==> src/rtl/core/qss_pkg.sv <==
// Package for the quick search substring matcher.
// Holds the controller state type, the table request struct and fixed widths.
// No dependencies.
`timescale 1ns / 1ps

package qss_pkg;

    localparam int BYTE_W      = 8;
    localparam int TABLE_DEPTH = 256;
    localparam int COUNT_W     = 11;

    typedef enum logic [2:0] {
        ST_IDLE,
        ST_BUILD,
        ST_WIN,
        ST_CMP,
        ST_SHIFT,
        ST_SH_TXT,
        ST_SH_TBL
    } qss_state_t;

    typedef struct packed {
        logic              clr;
        logic              wr;
        logic              rd;
        logic [BYTE_W-1:0] addr;
    } qss_tbl_req_t;

endpackage

==> src/rtl/core/qss_table.sv <==
// Last-occurrence table: 256-entry synchronous memory with per-entry valid bits.
// Depends on qss_pkg; an entry not written since the last clear reads as zero.
`timescale 1ns / 1ps

module qss_table
    import qss_pkg::*;
#(
    parameter int DW = 7
)
(
    input  logic         clk,
    input  logic         rst_n,
    input  qss_tbl_req_t req,
    input  logic [DW-1:0] wdata,
    output logic [DW-1:0] rdata
);

    logic [DW-1:0]          tbl_mem [TABLE_DEPTH];
    logic [TABLE_DEPTH-1:0] valid_reg;
    logic [DW-1:0]          rd_data_reg;
    logic                   rd_valid_reg;

    always_ff @(posedge clk or negedge rst_n)
    begin
        if (!rst_n)
        begin
            valid_reg <= '0;
        end
        else if (req.clr)
        begin
            valid_reg <= '0;
        end
        else if (req.wr)
        begin
            valid_reg[req.addr] <= 1'b1;
        end
    end

    always_ff @(posedge clk)
    begin
        if (req.wr)
        begin
            tbl_mem[req.addr] <= wdata;
        end
        if (req.rd)
        begin
            rd_data_reg  <= tbl_mem[req.addr];
            rd_valid_reg <= valid_reg[req.addr];
        end
    end

    assign rdata = rd_valid_reg ? rd_data_reg : '0;

endmodule

==> config.mk <==
export PLATFORM = sky130hd
export DESIGN_NAME = qss_table
export DESIGN_NICKNAME = d
export VERILOG_FILES = /design/src/rtl/core/qss_pkg.sv /design/src/rtl/core/qss_table.sv
export SDC_FILE = /design/constraint.sdc
export NUM_CORES = 2
export LEC_CHECK = 0
export BUFFER_PORTS_ARGS = -buffer_cell sky130_fd_sc_hd__clkbuf_2
export CAP_MARGIN = 10
export CORE_ASPECT_RATIO = 0.9
export CORE_UTILIZATION = 30
export CTS_CLUSTER_SIZE = 8
export DETAILED_ROUTE_END_ITERATION = 6
export PLACE_DENSITY_LB_ADDON = 0.08
export SLEW_MARGIN = 20
export SYNTH_ARGS = -nofsm -noshare
export SYNTH_HDL_FRONTEND = slang
export SYNTH_SLANG_ARGS = --single-unit
==> constraint.sdc <==
create_clock -name clk -period 1.65 [get_ports clk]
set_input_delay 0.165 -clock clk [delete_from_list [all_inputs] [get_ports clk]]
set_output_delay 0.165 -clock clk [all_outputs]
set_load 0.005 [all_outputs]
==> summary.md <==
| Metric | Value |
|---|---|
| Status | `finished, violations left` |
| Failing checks | `negative setup slack` |
| Crit path kind | `reg2reg` |
| Core Area | `264100 sq um` |
| CTS Buffer Depth | `4` |
| GRT Total Usage | `0.1930` |
| Slowest stage delay, CP | `0.49 ns` |
| Max frequency | `422.8 MHz` |
| Largest net degree at the start of global routing | `81` |
| CP cell instances | `mux4_2 > a22oi_2 > a21oi_2 > o41ai_4 > buf_4 > nand4_1` |
| Register area | `60460 sq um` |
| Area share of the largest cell type after synthesis | `0.6789` |
| Final Hold Fails | `0` |
| Die Span X | `545.0 um` |
| Clock transition at path regs | `0.06 ns` |
| Final period utilization | `1.433` |
| Relative slew slack | `0.4738` |
| Max IR drop VDD | `0.7163 mV` |
| Clock Sinks | `2056` |
| Num CTS Buffers | `301` |
| Cell variety after synth | `22` |
| Placed cell count | `8360` |
| Synth top area cells | `edfxtp_1 68%, mux4_2 14%, dfrtp_1 8.0%, nor2_1 2.9%, a22oi_1 2.4%` |
| Crit. End Element | `flop` |
| Ports | `27` |
| Filler cell count | `23725` |
| HP Class | `in2reg` |
| Vias per std cell | `4.900` |
| CP top delay family | `compound AO/OA/AOI/OAI gates` |
| First-pass GRT wire length | `364700 um` |
| Multi-input logic area | `20960 sq um` |
| Max-cap violations | `0` |
| HPWL after DPL | `170600 um` |
| Die area | `267500 sq um` |
| Placed cell area | `96760 sq um` |
| Post-synthesis net count | `4102` |
| Cells after synthesis | `4082` |
| CTS Root Cell | `clkbuf_16` |
| Synth Area per Inst | `19.50 sq um` |
| Critical Path RT | `2.22 ns` |
| CP Launch Type | `flop` |
| Port bufs | `26` |
| Worst-Margin Slew | `0.7893 ns` |
| Starting DRT DRC Count | `3601` |
| Final Instance Area | `106700 sq um` |
| Avg WL per Cell | `28.77 um` |
| Layout cells sized above 1 | `0.4340` |
| Max FFs per register | `1792` |
| Number of synthesized flops with an enable pin | `1800` |
| Max-slew violation count | `0` |
| Most common cell in the netlist | `edfxtp_1` |
| Maximum fanout along the worst path | `1` |
| Cell Pwr Density | `1137 nW/um^2` |
| Worst setup margin | `-0.7152 ns` |
| Total grt overflow | `0` |
| Asr flop ratio synth | `0.1245` |
| Register area share after synthesis | `0.7594` |
| CP Buf/Inv Count | `1` |
| Critical-path top delay cell | `mux4_2` |
| Std-Cell Rows | `179` |
| Antenna Nets Post-Route | `0` |
| Initial antenna violation count | `14` |
| # H-tree levels | `5` |
| Total wire length | `256200 um` |
| CTS tree | `yes` |
| Final min period | `2.365 ns` |
| DIE HEIGHT | `490.7 um` |
| Clock Skew | `0.03564 ns` |
| Initial core utilization | `0.3015` |
| Total iterations of the first detailed-routing run | `5` |
| Nets | `5166` |
| Routed vias | `43621` |
| Clock Latency Late Sink | `0.84 ns` |
| Number of global-route vias before repair | `45943` |
| Leakage power | `35.91 nW` |
| Routability congestion estimate | `0.7823` |
| Post-synthesis instance area | `79620 sq um` |
| Critical Path AT | `2.93 ns` |
| DRC violations left | `0` |
| Yosys reg bits | `2056` |
| Pre-CTS setup slack | `-2.046 ns` |
| Area grow syn2layout | `33.97%` |
| Non-Filler Instances | `8903` |
| Yosys Warn Count | `0` |
| Largest area contributor in the netlist | `edfxtp_1` |
| Top FF cell, synth | `edfxtp_1` |
| RSZ-0062 raised after global routing | `yes` |
| Final setup fails | `15` |
| Synth top cells by count | `1800 x edfxtp_1, 621 x nor2_1, 512 x mux4_2, 256 x a22oi_1, 256 x dfrtp_1` |
-- placed cells by master, fill, tap and decap left out, types with 124 or more instances in the layout --
cell / synthesis / layout
a21oi_1: 180 / 124
buf_4: 7 / 643
nor2_4: 0 / 182
edfxtp_1: 1800 / 1800
buf_12: 0 / 340
clkbuf_16: 0 / 304
nor2_1: 621 / 422
a22oi_1: 256 / 190
dfrtp_1: 256 / 256
clkbuf_1: 175 / 202
mux4_2: 512 / 512
-- kinds of logic after synthesis --
logic type / Yosys count / share of synthesized area
flops: 2056 / 0.7594
compound gates: 508 / 0.04400
simple gates: 738 / 0.03681
buf+inv: 268 / 0.01499
mux: 512 / 0.1448
-- final cells by class --
type	count	area share
diodes	3	0.00007039
clock buffers	508	0.07869
clock inverters	20	0.002862
multi-input cells	1758	0.1965
flip-flops and latches	2056	0.5668
well taps	3529	0.04140
repair buffers	1029	0.1136
-- layer usage --
metal | GRT usage | wire, um | up-vias | part of all wire
met2 | 0.3056 | 121300 | 971 | 0.47
met4 | 0.04124 | 5064 | 2 | 0.020
met1 | 0.2821 | 119800 | 23468 | 0.47
li1 | - | - | 18842 | -
met5 | 0 | 7 | - | 0.000027
met3 | 0.02640 | 10030 | 338 | 0.039
-- worst register-to-register path, stage by stage (launching register included) --
cell,delay (ns)
edfxtp_1,0.36
mux4_2,0.49
a22oi_2,0.31
a21oi_2,0.13
o41ai_4,0.49
buf_4,0.23
nand4_1,0.09
-- path summary, 6_finish.rpt --
check | cells after the start | end | startpoint | slack, ns
setup / recovery | 6 | rd_data_reg[0] | tbl_mem[251][0] | -0.72
hold / removal | 7 | valid_reg[247] | req[9] | 0.18
setup reg to reg | 6 | rd_data_reg[0] | tbl_mem[251][0] | -0.72
hold reg to reg | 2 | valid_reg[210] | valid_reg[210] | 0.49
max in group asynchronous | 4 | valid_reg[23] | rst_n | 0.59
min in group asynchronous | 4 | valid_reg[253] | rst_n | 0.54
-- per-stage QoR --
| step | util | hold WS, ns | total power [W] | TNS (ns) |
|---|---|---|---|---|
| detailed placement | 0.3664 | 0.07459 | 0.06484 | -890.04 |
| finish | 0.4039 | 0.1818 | 0.1212 | -6.811 |
| floorplan | - | -0.1306 | 0.06071 | -61.16 |
| CTS | 0.4029 | 0.1270 | 0.1230 | -7.601 |
| global route | 0.4039 | 0.1459 | 0.1252 | -7.833 |
| global placement | 0.3663 | 0.06607 | 0.06483 | -885.31 |
-- timing repair --
item / in CTS / in global routing
endpoints found under the setup margin: 15 / 15
setup buffers: 2 / 0
resized for setup: 154 / 51
hold endpoints to repair: 1817 / 0
pin swaps: 56 / 24
hold buffers: 12 / 0
-- report_power, final --
group	switching, W	internal, W	leakage [nW]	total (W)
Clock	0.0226	0.0346	4.14	0.0573
Combinational	0.00426	0.00288	12.0	0.00714
Sequential	0.0000411	0.0568	19.8	0.0568
Total	0.0269	0.0943	35.9	0.121
Note: power is estimated with default switching activity, not from simulation.
